===== config.mk =====
export PLATFORM = sky130hd
export DESIGN_NAME = anc_front
export DESIGN_NICKNAME = d
export VERILOG_FILES = /design/src/anc_pkg.sv /design/src/anc_front.sv
export SDC_FILE = /design/constraint.sdc
export NUM_CORES = 1
export LEC_CHECK = 0
export ABC_AREA = 1
export BUFFER_PORTS_ARGS = -buffer_cell sky130_fd_sc_hd__buf_2
export CORE_AREA = 2 2 163 165
export DETAILED_ROUTE_END_ITERATION = 8
export DIE_AREA = 0 0 165 167
export SLEW_MARGIN = 20
export SYNTH_ARGS = -nofsm -noshare
export SYNTH_HDL_FRONTEND = slang
export SYNTH_SLANG_ARGS = --single-unit

===== constraint.sdc =====
create_clock -name vclk -period 3.4
set_input_delay 0.17 -clock vclk [all_inputs]
set_output_delay 0.17 -clock vclk [all_outputs]
set_load 0.01 [all_outputs]

===== src/anc_pkg.sv =====
// Shared types, constants and helpers for the ARP neighbor cache.
package anc_pkg;

    localparam int TABLE_ENTRIES = 64;
    localparam int IDX_W         = $clog2(TABLE_ENTRIES);
    localparam int TAG_BITS      = 10;
    localparam int ADDR_W        = 32;
    localparam int MAC_W         = 48;
    localparam int TIME_W        = 32;
    localparam int SEC_W         = 16;

    localparam int QUEUE_DEPTH   = 2;
    localparam int QPTR_W        = $clog2(QUEUE_DEPTH);
    localparam int QCNT_W        = $clog2(QUEUE_DEPTH + 1);

    localparam int CFG_IDX_W     = 3;
    localparam int CFG_DATA_W    = 48;

    // Input tdata layout, lowest bit first
    localparam int IN_A_LO       = 0;
    localparam int IN_B_LO       = IN_A_LO + ADDR_W;
    localparam int IN_MAC_LO     = IN_B_LO + ADDR_W;
    localparam int IN_NOW_LO     = IN_MAC_LO + MAC_W;
    localparam int IN_TAG_LO     = IN_NOW_LO + TIME_W;
    localparam int IN_DATA_BITS  = IN_TAG_LO + TAG_BITS;
    localparam int IN_TDATA_W    = ((IN_DATA_BITS + 7) / 8) * 8;
    localparam int IN_TUSER_W    = 3;

    // Output tdata layout, lowest bit first
    localparam int OUT_MAC_LO    = 0;
    localparam int OUT_ADDR_LO   = OUT_MAC_LO + MAC_W;
    localparam int OUT_TAG_LO    = OUT_ADDR_LO + ADDR_W;
    localparam int OUT_DATA_BITS = OUT_TAG_LO + TAG_BITS;
    localparam int OUT_TDATA_W   = ((OUT_DATA_BITS + 7) / 8) * 8;
    localparam int OUT_TUSER_W   = 3;

    localparam logic [ADDR_W-1:0] ADDR_BCAST    = '1;
    localparam logic [MAC_W-1:0]  MAC_BCAST     = '1;
    localparam logic [23:0]       MCAST_PREFIX  = 24'h01005E;
    localparam logic [3:0]        MCAST_NET     = 4'hE;

    localparam logic [SEC_W-1:0]  LIFETIME_RST  = 16'd180;
    localparam logic [SEC_W-1:0]  HOLD_RST      = 16'd5;

    localparam logic [CFG_IDX_W-1:0] CFG_LOCAL_IP   = 3'd0;
    localparam logic [CFG_IDX_W-1:0] CFG_LOCAL_MAC  = 3'd1;
    localparam logic [CFG_IDX_W-1:0] CFG_SUBNET     = 3'd2;
    localparam logic [CFG_IDX_W-1:0] CFG_GATEWAY    = 3'd3;
    localparam logic [CFG_IDX_W-1:0] CFG_LIFETIME   = 3'd4;
    localparam logic [CFG_IDX_W-1:0] CFG_HOLD_LIMIT = 3'd5;

    typedef enum logic [2:0] {
        KIND_TX        = 3'd0,
        KIND_ARP_REQ   = 3'd1,
        KIND_ARP_REPLY = 3'd2,
        KIND_RELEASE   = 3'd3,
        KIND_BAD_ARP   = 3'd4
    } t_kind;

    typedef enum logic [1:0] {
        ACT_SEND    = 2'd0,
        ACT_REPLY   = 2'd1,
        ACT_REQUEST = 2'd2,
        ACT_ILLEGAL = 2'd3
    } t_action;

    // EMIT: result fully formed by the front; SEND/REPLY: needs the table
    typedef enum logic [1:0] {
        OP_EMIT  = 2'd0,
        OP_SEND  = 2'd1,
        OP_REPLY = 2'd2
    } t_op;

    typedef struct packed {
        logic [ADDR_W-1:0] local_ip;
        logic [ADDR_W-1:0] subnet_mask;
        logic [ADDR_W-1:0] gateway_ip;
        logic [SEC_W-1:0]  entry_lifetime;
        logic [SEC_W-1:0]  hold_limit;
    } t_cfg;

    typedef struct packed {
        t_kind               kind;
        logic [MAC_W-1:0]    mac;
        logic [ADDR_W-1:0]   addr;
        logic [TAG_BITS-1:0] tag;
    } t_result;

    typedef struct packed {
        t_op               op;
        t_result           res;
        logic [TIME_W-1:0] now;
    } t_qitem;

    typedef struct packed {
        logic                empty;
        logic                full;
    } t_qstat;

    typedef struct packed {
        logic [ADDR_W-1:0]   addr;
        logic [TIME_W-1:0]   stamp;
        logic [TIME_W-1:0]   refresh_stamp;
        logic                complete;
        logic [MAC_W-1:0]    mac;
        logic                holding;
        logic [TAG_BITS-1:0] held_tag;
    } t_entry;

    function automatic logic is_mcast(input logic [ADDR_W-1:0] a);
        return a[ADDR_W-1:ADDR_W-4] == MCAST_NET;
    endfunction

endpackage


===== src/anc_front.sv =====
// Front end: accepts input items, picks the next hop and classifies them.
module anc_front (
    input  anc_pkg::t_cfg                     i_cfg,
    input  logic                              i_tvalid,
    output logic                              o_tready,
    input  logic [anc_pkg::IN_TDATA_W-1:0]    i_tdata,
    input  logic [anc_pkg::IN_TUSER_W-1:0]    i_tuser,
    input  anc_pkg::t_qstat                   i_qstat,
    output logic                              o_push,
    output anc_pkg::t_qitem                   o_item
);

    anc_pkg::t_action                 act;
    logic                             fmt_ok;
    logic [anc_pkg::ADDR_W-1:0]       addr_a;
    logic [anc_pkg::ADDR_W-1:0]       addr_b;
    logic [anc_pkg::MAC_W-1:0]        smac;
    logic [anc_pkg::TIME_W-1:0]       now;
    logic [anc_pkg::TAG_BITS-1:0]     tag;
    logic [anc_pkg::ADDR_W-1:0]       hop;
    logic                             keep;

    assign act    = anc_pkg::t_action'(i_tuser[1:0]);
    assign fmt_ok = i_tuser[2];
    assign addr_a = i_tdata[anc_pkg::IN_A_LO +: anc_pkg::ADDR_W];
    assign addr_b = i_tdata[anc_pkg::IN_B_LO +: anc_pkg::ADDR_W];
    assign smac   = i_tdata[anc_pkg::IN_MAC_LO +: anc_pkg::MAC_W];
    assign now    = i_tdata[anc_pkg::IN_NOW_LO +: anc_pkg::TIME_W];
    assign tag    = i_tdata[anc_pkg::IN_TAG_LO +: anc_pkg::TAG_BITS];

    always_comb begin
        if (addr_a == '0 || addr_a == anc_pkg::ADDR_BCAST) begin
            hop = anc_pkg::ADDR_BCAST;
        end else if (anc_pkg::is_mcast(addr_a)) begin
            hop = addr_a;
        end else if ((i_cfg.local_ip & i_cfg.subnet_mask) != (addr_a & i_cfg.subnet_mask)) begin
            hop = i_cfg.gateway_ip;
        end else begin
            hop = addr_a;
        end
    end

    always_comb begin
        keep            = 1'b1;
        o_item.op       = anc_pkg::OP_EMIT;
        o_item.now      = now;
        o_item.res.kind = anc_pkg::KIND_BAD_ARP;
        o_item.res.mac  = '0;
        o_item.res.addr = '0;
        o_item.res.tag  = '0;
        case (act)
            anc_pkg::ACT_SEND: begin
                o_item.res.kind = anc_pkg::KIND_TX;
                o_item.res.addr = hop;
                o_item.res.tag  = tag;
                if (hop == anc_pkg::ADDR_BCAST) begin
                    o_item.res.mac = anc_pkg::MAC_BCAST;
                end else if (anc_pkg::is_mcast(hop)) begin
                    o_item.res.mac = {anc_pkg::MCAST_PREFIX, 1'b0, hop[22:0]};
                end else begin
                    o_item.op = anc_pkg::OP_SEND;
                end
            end
            anc_pkg::ACT_REPLY: begin
                // bad unless well formed, aimed at us and from a unicast sender
                if (fmt_ok && addr_b == i_cfg.local_ip && !smac[40]) begin
                    o_item.op       = anc_pkg::OP_REPLY;
                    o_item.res.kind = anc_pkg::KIND_TX;
                    o_item.res.mac  = smac;
                    o_item.res.addr = addr_a;
                end
            end
            anc_pkg::ACT_REQUEST: begin
                if (fmt_ok) begin
                    keep            = (addr_b == i_cfg.local_ip);
                    o_item.res.kind = anc_pkg::KIND_ARP_REPLY;
                    o_item.res.mac  = smac;
                    o_item.res.addr = addr_a;
                end
            end
            default: begin
                keep = 1'b1;
            end
        endcase
    end

    // Drop requests for other hosts: accepted, nothing queued
    assign o_tready = !i_qstat.full;
    assign o_push   = i_tvalid && !i_qstat.full && keep;

endmodule


==> out/qor.yml <==
logic_synthesis:
  synth_xor_area_share_pct: 4.74
  yosysMostFrequentCell: "nand2_1"
  ys_types: 31
  syn_inst: 718
  synth_common_cells: "nand2_1 (281), nand3_1 (97), inv_1 (81)"
  synth_top_area_share_pct: 31.7
  synth_warnings: 0
  muxShareOfSynthArea_pct: 0
  syn-num-nets: 1012
  syn_area_per_cell_sq_um: 4.63
  synth_fa_ha_area_share_pct: 0
  synth_area_sq_mm: 0.00332
  yosys-top-cells-area: "nand2_1 (32%), nand3_1 (15%), inv_1 (9.1%)"
  synthSimpleGateAreaFrac_pct: 61.9
  yosys.area.top_type: "nand2_1"
  synth_top_family_by_area: "simple AND/OR/NAND/NOR gates"
  yosysSeqAreaShare_pct: 0
  synth_compound_area_share_pct: 10.4
sta:
  period_minus_slack_ps: 3000
  period_share_pct: 88.4
  fin_ws_ps: 395
  rsz0062_at_grt: "false"
  max_freq_mhz: 333
  max_slew.worst_pin.slew_ps: 641
  hold_violations: 0
  tns_ps: 0
  setup_violations: 0
  maxSlewHeadroom_pct: 57.2
  timing.hold.ws_ps: 340
  slew_viol_final: 0
setup_path:
  startpoint_type: "input pin"
  crit_fanout: 29
  worst_ep_arrival_time_ps: 2830
  cp-endpoint: "o_item[102]"
  required_ps: 3230
  cp-end-kind: "primary output"
  startpoint: "i_tdata[22]"
  critPathKind: "in -> out"
floorplanning:
  dieArea_sq_mm: 0.0276
  initial_utilization_pct: 12.9
  ios: 423
  rows: 59
  die_w_um: 165
  core_sq_mm: 0.0258
  die_h_um: 167
global_route:
  grt_pass1_vias: 5174
  grt_usage_pct: 15.2
  grt-ovfl-total: 0
  grt_start_max_net_pins: 48
  grt_pass1_wl_mm: 30.9
  antenna_found_initial: 3
finish:
  fin_nets: 1288
  final_area_sq_mm: 0.00509
  area_growth_pct: 53.1
  fillers: 3070
  n_clock_buffer: 0
  layout-drive-gt1-share_pct: 36.6
  utilization_pct: 19.8
  design.seq.count: 0
  multi_input_area_sq_mm: 0.00258
  seqCellArea_sq_um: 0
route:
  vias_per_cell: 4.14
  first_pass_iters: 5
  routed_wirelength_mm: 22.4
  drc: 0
  num_vias: 5500
  wl_per_cell_um: 16.8
  drt_iter0_markers: 328
  postRouteAntennaNets: 0
clock_tree:
  cts_setup_buffers: 0
  ctsResizeCount: 0
  hold_buffers: 0
job:
  cap_violations: 0
place:
  port_buffers: 319
  placed_area_sq_mm: 0.00508
  pre_cts_ws_ps: 270
  gp_congestion: 0.789
  detailed_place_hpwl_mm: 19.8
power:
  leakagePower_nw: 3.27
  ir_drop_mv: 0.0356
  p_per_area_mw_per_mm2: 105
worst_hold_path:
  hold_class: "in -> out"
status:
  outcome: "finished clean"
[layout make-up]
type                            count  share of cell area (%)
Antenna cell                        3                   0.147
Inverter                           90                    6.64
Multi-Input combinational cell    566                    50.6
Tap cell                          335                    8.24
Timing Repair Buffer              336                    34.4
[where the power goes]
group / leakage (nW) / total, mW / switching, mW / internal (mW)
clock: 0.0000190 / 0.000000118 / 0 / 0.000000118
sequential: 0 / 0 / 0 / 0
combinational: 3.27 / 0.534 / 0.307 / 0.227
total: 3.27 / 0.534 / 0.307 / 0.227
[cells in the final DEF, fill, tap and decap left out, drive strengths merged]
cell type	netlist	routed
buf	50	336
nand2	283	283
nand3	98	98
inv	90	90
nor2	68	68
o21ai	34	34
a21oi	23	23
xnor2	18	18
nand4	12	12
or2	8	8
nor3	8	8
o2111ai	4	4
diode	0	3
nor4	3	3
o221ai	1	1
and3	1	1
nor3b	1	1
o22ai	1	1
and2	1	1
o211ai	1	1
conb	1	1
[critical path, cell delays in order]
cell and delay [ps]:
buf_2 110, inv_1 190, nand4_1 120, nor3_1 150, buf_4 150, nand2_1 60
o21ai_2 180, inv_2 280, nand2_1 220, nand2_1 100, nor2_1 110, nand2_1 130
nor2_2 150, nand2_1 60, nand2_1 140, nand2_1 210, nand2_1 130, buf_2 140
[how the worst min path moves through the flow]
stage	slack (ps)	depth (start not counted)	end	startpoint
floorplan	380	1	o_tready	i_qstat[0]
global placement	340	0	o_item[10]	i_tdata[122]
detailed placement	340	0	o_item[10]	i_tdata[122]
CTS	340	0	o_item[10]	i_tdata[122]
global route	340	0	o_item[6]	i_tdata[118]
finish	340	0	o_item[11]	i_tdata[123]
[per-stage QoR]
stage,instances,total power [mW]
after floorplan,718,0.278
after global placement,1327,0.535
after detailed placement,1327,0.540
after CTS,1327,0.543
after global routing,1327,0.599
final,1330,0.534
[kinds of logic after synthesis]
| group | Yosys count |
|---|---|
| simple gates | 483 |
| other cells | 1 |
| xor+xnor | 18 |
| compound gates | 64 |
| buf+inv | 152 |
[routing by layer]
layer  track usage [%]  up-vias  part of all wire (%)  routed length [um]
met5                 0        -                 0.058                  13
met4              2.68        2                   1.9                 426
met3              2.34       28                   7.2                1610
met2              29.2      246                    51               11400
met1              17.6     2441                    40                8920
li1                  -     2783                     -                   -
No activity file was read; power rests on OpenSTA's default activity.
