[config.mk]
export PLATFORM = sky130hd
export DESIGN_NAME = anc_queue
export DESIGN_NICKNAME = d
export VERILOG_FILES = /design/src/anc_pkg.sv /design/src/anc_queue.sv
export SDC_FILE = /design/constraint.sdc
export NUM_CORES = 1
export LEC_CHECK = 0
export BUFFER_PORTS_ARGS = -buffer_cell sky130_fd_sc_hd__buf_2
export CAP_MARGIN = 20
export CORE_UTILIZATION = 52
export CTS_BUF_LIST = sky130_fd_sc_hd__clkbuf_16
export DETAILED_ROUTE_END_ITERATION = 10
export PLACE_DENSITY = 0.78
export SETUP_SLACK_MARGIN = 0.15
export SLEW_MARGIN = 20
export SYNTH_ARGS = -nofsm -noshare
export SYNTH_HDL_FRONTEND = slang
export SYNTH_SLANG_ARGS = --single-unit
[constraint.sdc]
create_clock -name i_clk -period 10.8 [get_ports i_clk]
set_input_delay 2.16 -clock i_clk [delete_from_list [all_inputs] [get_ports i_clk]]
set_output_delay 2.16 -clock i_clk [all_outputs]
set_load 0.02 [all_outputs]
[src/anc_pkg.sv]
// Shared types, constants and helpers for the ARP neighbor cache.
package anc_pkg;

    localparam int TABLE_ENTRIES = 64;
    localparam int IDX_W         = $clog2(TABLE_ENTRIES);
    localparam int TAG_BITS      = 10;
    localparam int ADDR_W        = 32;
    localparam int MAC_W         = 48;
    localparam int TIME_W        = 32;
    localparam int SEC_W         = 16;

    localparam int QUEUE_DEPTH   = 2;
    localparam int QPTR_W        = $clog2(QUEUE_DEPTH);
    localparam int QCNT_W        = $clog2(QUEUE_DEPTH + 1);

    localparam int CFG_IDX_W     = 3;
    localparam int CFG_DATA_W    = 48;

    // Input tdata layout, lowest bit first
    localparam int IN_A_LO       = 0;
    localparam int IN_B_LO       = IN_A_LO + ADDR_W;
    localparam int IN_MAC_LO     = IN_B_LO + ADDR_W;
    localparam int IN_NOW_LO     = IN_MAC_LO + MAC_W;
    localparam int IN_TAG_LO     = IN_NOW_LO + TIME_W;
    localparam int IN_DATA_BITS  = IN_TAG_LO + TAG_BITS;
    localparam int IN_TDATA_W    = ((IN_DATA_BITS + 7) / 8) * 8;
    localparam int IN_TUSER_W    = 3;

    // Output tdata layout, lowest bit first
    localparam int OUT_MAC_LO    = 0;
    localparam int OUT_ADDR_LO   = OUT_MAC_LO + MAC_W;
    localparam int OUT_TAG_LO    = OUT_ADDR_LO + ADDR_W;
    localparam int OUT_DATA_BITS = OUT_TAG_LO + TAG_BITS;
    localparam int OUT_TDATA_W   = ((OUT_DATA_BITS + 7) / 8) * 8;
    localparam int OUT_TUSER_W   = 3;

    localparam logic [ADDR_W-1:0] ADDR_BCAST    = '1;
    localparam logic [MAC_W-1:0]  MAC_BCAST     = '1;
    localparam logic [23:0]       MCAST_PREFIX  = 24'h01005E;
    localparam logic [3:0]        MCAST_NET     = 4'hE;

    localparam logic [SEC_W-1:0]  LIFETIME_RST  = 16'd180;
    localparam logic [SEC_W-1:0]  HOLD_RST      = 16'd5;

    localparam logic [CFG_IDX_W-1:0] CFG_LOCAL_IP   = 3'd0;
    localparam logic [CFG_IDX_W-1:0] CFG_LOCAL_MAC  = 3'd1;
    localparam logic [CFG_IDX_W-1:0] CFG_SUBNET     = 3'd2;
    localparam logic [CFG_IDX_W-1:0] CFG_GATEWAY    = 3'd3;
    localparam logic [CFG_IDX_W-1:0] CFG_LIFETIME   = 3'd4;
    localparam logic [CFG_IDX_W-1:0] CFG_HOLD_LIMIT = 3'd5;

    typedef enum logic [2:0] {
        KIND_TX        = 3'd0,
        KIND_ARP_REQ   = 3'd1,
        KIND_ARP_REPLY = 3'd2,
        KIND_RELEASE   = 3'd3,
        KIND_BAD_ARP   = 3'd4
    } t_kind;

    typedef enum logic [1:0] {
        ACT_SEND    = 2'd0,
        ACT_REPLY   = 2'd1,
        ACT_REQUEST = 2'd2,
        ACT_ILLEGAL = 2'd3
    } t_action;

    // EMIT: result fully formed by the front; SEND/REPLY: needs the table
    typedef enum logic [1:0] {
        OP_EMIT  = 2'd0,
        OP_SEND  = 2'd1,
        OP_REPLY = 2'd2
    } t_op;

    typedef struct packed {
        logic [ADDR_W-1:0] local_ip;
        logic [ADDR_W-1:0] subnet_mask;
        logic [ADDR_W-1:0] gateway_ip;
        logic [SEC_W-1:0]  entry_lifetime;
        logic [SEC_W-1:0]  hold_limit;
    } t_cfg;

    typedef struct packed {
        t_kind               kind;
        logic [MAC_W-1:0]    mac;
        logic [ADDR_W-1:0]   addr;
        logic [TAG_BITS-1:0] tag;
    } t_result;

    typedef struct packed {
        t_op               op;
        t_result           res;
        logic [TIME_W-1:0] now;
    } t_qitem;

    typedef struct packed {
        logic                empty;
        logic                full;
    } t_qstat;

    typedef struct packed {
        logic [ADDR_W-1:0]   addr;
        logic [TIME_W-1:0]   stamp;
        logic [TIME_W-1:0]   refresh_stamp;
        logic                complete;
        logic [MAC_W-1:0]    mac;
        logic                holding;
        logic [TAG_BITS-1:0] held_tag;
    } t_entry;

    function automatic logic is_mcast(input logic [ADDR_W-1:0] a);
        return a[ADDR_W-1:ADDR_W-4] == MCAST_NET;
    endfunction

endpackage

[src/anc_queue.sv]
// Short queue of classified items between the front end and the table engine.
module anc_queue (
    input  logic             i_clk,
    input  logic             i_rst_n,
    input  logic             i_push,
    input  anc_pkg::t_qitem  i_item,
    input  logic             i_pop,
    output anc_pkg::t_qitem  o_item,
    output anc_pkg::t_qstat  o_qstat
);

    anc_pkg::t_qitem                r_slot [anc_pkg::QUEUE_DEPTH];
    logic [anc_pkg::QPTR_W-1:0]     r_wr_ptr;
    logic [anc_pkg::QPTR_W-1:0]     r_rd_ptr;
    logic [anc_pkg::QCNT_W-1:0]     r_count;
    logic [anc_pkg::QPTR_W-1:0]     n_wr_ptr;
    logic [anc_pkg::QPTR_W-1:0]     n_rd_ptr;

    localparam logic [anc_pkg::QPTR_W-1:0] LAST_PTR = anc_pkg::QPTR_W'(anc_pkg::QUEUE_DEPTH - 1);
    localparam logic [anc_pkg::QCNT_W-1:0] FULL_CNT = anc_pkg::QCNT_W'(anc_pkg::QUEUE_DEPTH);

    assign o_qstat.empty = (r_count == '0);
    assign o_qstat.full  = (r_count == FULL_CNT);
    assign o_item        = r_slot[r_rd_ptr];

    assign n_wr_ptr = (r_wr_ptr == LAST_PTR) ? '0 : r_wr_ptr + 1'b1;
    assign n_rd_ptr = (r_rd_ptr == LAST_PTR) ? '0 : r_rd_ptr + 1'b1;

    always_ff @(posedge i_clk) begin
        if (i_push) begin
            r_slot[r_wr_ptr] <= i_item;
        end
    end

    always_ff @(posedge i_clk) begin
        if (!i_rst_n) begin
            r_wr_ptr <= '0;
            r_rd_ptr <= '0;
            r_count  <= '0;
        end else begin
            if (i_push) begin
                r_wr_ptr <= n_wr_ptr;
            end
            if (i_pop) begin
                r_rd_ptr <= n_rd_ptr;
            end
            if (i_push && !i_pop) begin
                r_count <= r_count + 1'b1;
            end else if (i_pop && !i_push) begin
                r_count <= r_count - 1'b1;
            end
        end
    end

endmodule

==> flow_summary.toml, run 1 <==
[timing]
finalClockSkew_ns = 0.0102
hold_viol_final = 0
finalSetupViolCount = 0
slew_violations = 0
fin_crit_ns = 5.09
rsz0062_at_grt = "no"
worstMarginPinSlew_ns = 1.09
min_period_over_period_pct = 47.1
tns_ns = 0
fmax_ghz = 0.197
relSlewSlack_pct = 27.2

[setup_path]
crit_family = "buffers and inverters"
arrival_ns = 2.93
crit_buf_inv = 2
max_stage_delay_ns = 0.87
path_cells = "buf_4 > mux2_2 > buf_2"
critPathMaxFanout = 67
critical_path.endpoint = "o_item[107]"
rr_worst_depth = 2
regToRegEndpoint = "r_slot[1][31]"
cp_slowest_cell = "dfxtp_4"
cp-end-kind = "output pin"
required_ns = 8.64
cp-start-kind = "flop"
r2r-start = "r_wr_ptr"
reg2reg_slack_ns = 8.38
crit_cells = 3
critical_path_class = "reg -> out"

[routing]
wl_um = 17600
num_vias = 4857
detail-route-antenna-nets = 0
routedWlPerCell_um = 18.7
drc = 0
vias_per_cell = 5.18
drtPass1Iterations = 6
drt_iter0_drc = 303

[clock_network]
cts.sink_count = 259
clkLatencyLatePin_ns = 0.51
clk_pin_slew_ns = 0.06
post_cts_buffers = 0
cts_buffers = 25
ctsResizeCount = 0
tritoncts = "done"
clockBufferDepth = 3
h-tree-depth = 1
cts_hold_buf = 0
cts_root_buffer = "clkbuf_16"

[global_routing]
grt.total_usage_pct = 17.9
grt_pass1_wl_um = 25300
grt_max_degree = 79
gr-total-overflow = 0
grt_pass1_vias = 5118
antenna_found_initial = 0

[yosys]
synthesis.area_um2 = 9490
yosysSeqAreaShare_pct = 81.4
synthesis.nets = 549
yosysTopAreaCellShare_pct = 80.4
ys_ff_latch = 259
synthTopCellsByArea = "edfxtp_1 80%, mux2_2 12%, mux2_4 4.7%, dfxtp_1 1.1%, buf_6 0.59%"
syn_inst = 417
yosysTopAreaCell = "edfxtp_1"
syn_avg_cell_area_um2 = 22.8
synth_cell_types = 18
yosysWarnings = 0

[worst_hold_path]
whs_path_depth = 2
hp-class = "reg -> reg"

[status]
outcome = "finished, final reports clean"

[floorplan]
rows = 49
io_pins = 260
dieHeight_um = 137
die_area_um2 = 18800
fp.dieW_um = 137
initial_core_util_pct = 53.0
fp.coreArea_um2 = 17900

[power_and_ir_drop]
fin_total_pwr_mw = 2.22
p_leak_nw = 4.50
p_per_area_nw_per_um2 = 189
ir_drop_mv = 0.157

[layout]
area_growth_pct = 23.8
layout-drive-gt1-share_pct = 60.0
nFillCells = 1231
nets = 825

[place]
place.gp.congestion = 0.745
port_buffers = 259
hpwl_um = 11500

[flow_run]
drv_cap = 0
[sequential cells by signal, summed over array words and instances, names as in the netlist, named ones only]
name / flops
r_count: 2
r_slot: 254
r_wr_ptr: 1
r_rd_ptr: 1
[cell families (layout without fill, tap and decap cells)]
family	after synthesis	after routing	share of synthesized area, %
adders and majority gates	1	1	0.132
AOI/OAI and AO/OA	3	3	0.211
buffers and inverters	15	306	1.11
muxes	127	127	16.3
other	0	1	0
xor gates and xnor gates	3	3	0.277
DFF	259	259	81.4
and+or+nand+nor	9	9	0.580
[placed cells by master, fill, tap and decap left out, types with 2 or more instances in the layout]
cell type	synthesis	routed
buf_2	9	259
edfxtp_1	254	254
mux2_2	97	97
mux2_4	30	30
clkbuf_16	0	25
inv_1	1	6
clkinv_1	0	5
clkinv_2	0	4
buf_4	0	4
dfxtp_1	5	4
and2_1	4	3
xor2_1	2	2
[final cells by class]
type / count / area [um^2] / area share, %
clock buffers: 25 / 626 / 5.33
well taps: 229 / 287 / 2.44
inverters: 1 / 3.75 / 0.0320
repair buffers: 263 / 1330 / 11.3
flip-flops and latches: 259 / 7730 / 65.8
multi-input cells: 143 / 1670 / 14.2
clock inverters: 17 / 105 / 0.895
diodes: 1 / 2.50 / 0.0213
[where the power goes]
part           internal (mW)  switching [mW]
Sequential              1.16          0.0222
Clock                  0.442           0.337
Combinational          0.111           0.147
Total                   1.72           0.506
[synth_stat cells (all sizes together)]
cell type,count
or3,1
edfxtp,254
ha,1
nor2,1
nor2b,2
xor2,2
o21ai,1
inv,1
buf,14
o21a,1
and2b,1
and2,4
mux2,127
xnor2,1
a21boi,1
dfxtp,5
[per-layer routing]
metal  vias to the layer above  global-route usage [%]  share of wire [%]
met5                         -                       0                  0
li1                       2207                       -                  -
met2                       203                    32.2                 52
met1                      2398                    20.3                 38
met4                         0                    7.26                3.1
met3                        49                    4.52                7.8
[worst min-delay path: cells and delay by family, from the launching register on]
family,cells,cell delay [ns]
AO/OA/AOI/OAI,2,0.16
flip-flops,1,0.33
[worst min-delay path by stage]
| stage | from | endpoint | slack (ns) |
|---|---|---|---|
| 4_1_cts | r_count[1] | r_count[1] | 0.53 |
| 6_report | r_count[1] | r_count[1] | 0.53 |
| 5_1_grt | r_count[1] | r_count[1] | 0.55 |
| 3_5_place_dp | r_count[1] | r_count[1] | 0.52 |
| 3_3_place_gp | r_count[1] | r_count[1] | 0.49 |
| 2_1_floorplan | r_count[1] | r_count[1] | 0.47 |
[stage by stage]
stage	hold slack [ns]	instance area, um^2	util (%)	worst slack, ns	instances
after global placement	0.485	11000	61.5	6.24	895
final	0.531	11700	65.6	5.71	938
after global routing	0.554	11700	65.6	5.54	937
after floorplan	0.474	9490	-	2.47	417
after CTS	0.533	11700	65.6	5.65	937
after detailed placement	0.525	11000	61.5	6.20	895
Note: power is estimated with default switching activity, not from simulation.
==> inputs of run 2 (changes only) <==
==> constraint.sdc (replaced) <==
create_clock -name i_clk -period 4.72 [get_ports i_clk]
set_input_delay 0.944 -clock i_clk [delete_from_list [all_inputs] [get_ports i_clk]]
set_output_delay 0.944 -clock i_clk [all_outputs]
set_load 0.02 [all_outputs]
==> run 2 against run 1 <==
Global-route usage shrank 0.22 points. Worst hold slack gained 0.018 ns. Sequential power grew 130%. Highest routed layer unchanged. Count of clock-buffer cells in the layout is the same. Critical endpoint is now o_item[121]. Register-to-register slack lost 5.6 ns. Critical path type unchanged.
==> flow_summary.toml, run 2 (synthesis results as in run 1) <==
[timing]
finalClockSkew_ns = 0.00498
fin_crit_ns = 3.44
slew_violations = 0
relSlewSlack_pct = 35.5
min_period_over_period_pct = 72.9
worstMarginPinSlew_ns = 0.968
fmax_ghz = 0.291
tns_ns = 0
finalSetupViolCount = 0
rsz0062_at_grt = "no"
hold_viol_final = 0

[clock_network]
clockBufferDepth = 3
cts.sink_count = 259
ctsResizeCount = 0
cts_buffers = 25
clk_pin_slew_ns = 0.06
tritoncts = "done"
cts_hold_buf = 0
cts_root_buffer = "clkbuf_16"
post_cts_buffers = 0
clkLatencyLatePin_ns = 0.49
h-tree-depth = 1

[routing]
drt_iter0_drc = 247
wl_um = 17400
detail-route-antenna-nets = 0
drtPass1Iterations = 4
num_vias = 4817
drc = 0
vias_per_cell = 5.11
routedWlPerCell_um = 18.4

[place]
port_buffers = 259
hpwl_um = 11500
place.gp.congestion = 0.716
placed_cell_area_um2 = 11000

[floorplan]
rows = 49
fp.coreArea_um2 = 17900
io_pins = 260
initial_core_util_pct = 53.0
die_area_um2 = 18800
fp.dieW_um = 137
dieHeight_um = 137

[layout]
final_cell_mix = "259 x buf_2, 254 x edfxtp_1, 97 x mux2_2, 30 x mux2_4, 25 x clkbuf_16"
largest_reg_flops = 254
nets = 826
layout-drive-gt1-share_pct = 60.1
stdcell_area_um2 = 11900
nFillCells = 1207
area_growth_pct = 25.0
mostFrequentLayoutCell = "buf_2"
reg.largest.list = "r_slot: 254 flops, r_count: 2 flops"
regMostFlops = "r_slot"

[worst_hold_path]
hp-class = "reg -> reg"

[setup_path]
cp-end-kind = "output pin"
critical_path_class = "reg -> out"
required_ns = 3.78
critPathMaxFanout = 61
cp-start-kind = "flop"
arrival_ns = 2.49

[power_and_ir_drop]
p_leak_nw = 4.54
ir_drop_mv = 0.355
p_per_area_nw_per_um2 = 443
fin_total_pwr_mw = 5.25

[flow_run]
drv_cap = 0

[global_routing]
grt.total_usage_pct = 17.7
grt_max_degree = 71
grt_pass1_vias = 4857
antenna_found_initial = 3
grt_pass1_wl_um = 25000
gr-total-overflow = 0

[status]
outcome = "finished, final reports clean"
-- run 2: worst max-delay path: stages, from the launching register on --
cell and delay [ns]:
dfxtp_4 0.93, buf_4 0.44, mux2_2 0.38, buf_2 0.16
-- run 2: power breakdown --
part / internal (mW) / total, mW / switching [mW]
Combinational: 0.257 / 0.593 / 0.336
Clock: 1.18 / 1.95 / 0.771
Sequential: 2.66 / 2.71 / 0.0522
Total: 4.09 / 5.25 / 1.16
-- run 2: area by class of cell --
class                           instances  area, um^2  area share (%)
Clock inverter                         20         186            1.57
Clock buffer                           25         626            5.27
Timing Repair Buffer                  264        1360            11.5
Sequential cell                       259        7730            65.2
Inverter                                1        3.75          0.0316
Tap cell                              229         287            2.42
Antenna cell                            2        5.00          0.0422
Multi-Input combinational cell        143        1670            14.0
-- run 2: stage by stage --
stage          instances  worst slack (ns)  util, %  hold WS (ns)
6_report             943              1.28     66.3         0.549
3_5_place_dp         896              1.77     61.7         0.533
5_1_grt              941              1.15     66.2         0.607
3_3_place_gp         896              1.83     61.7         0.488
4_1_cts              941              1.24     66.2         0.548
2_1_floorplan        417             0.379        -         0.474
-- run 2: metal layers --
layer,part of all wire (%),vias up,global-route usage [%]
met2,49,218,29.7
met1,39,2345,21.8
li1,-,2223,-
met5,0,-,0
met3,10,31,6.04
met4,1.8,0,4.95
-- run 2: worst paths after layout --
check,slack (ns),cells past startpoint,endpoint,start
worst max-delay path,1.28,3,o_item[121],flop
worst min-delay path,0.55,2,r_count[1],r_count[1]
worst max register to register,2.77,2,r_slot[1][115],r_wr_ptr
worst min register to register,0.55,2,r_count[1],r_count[1]
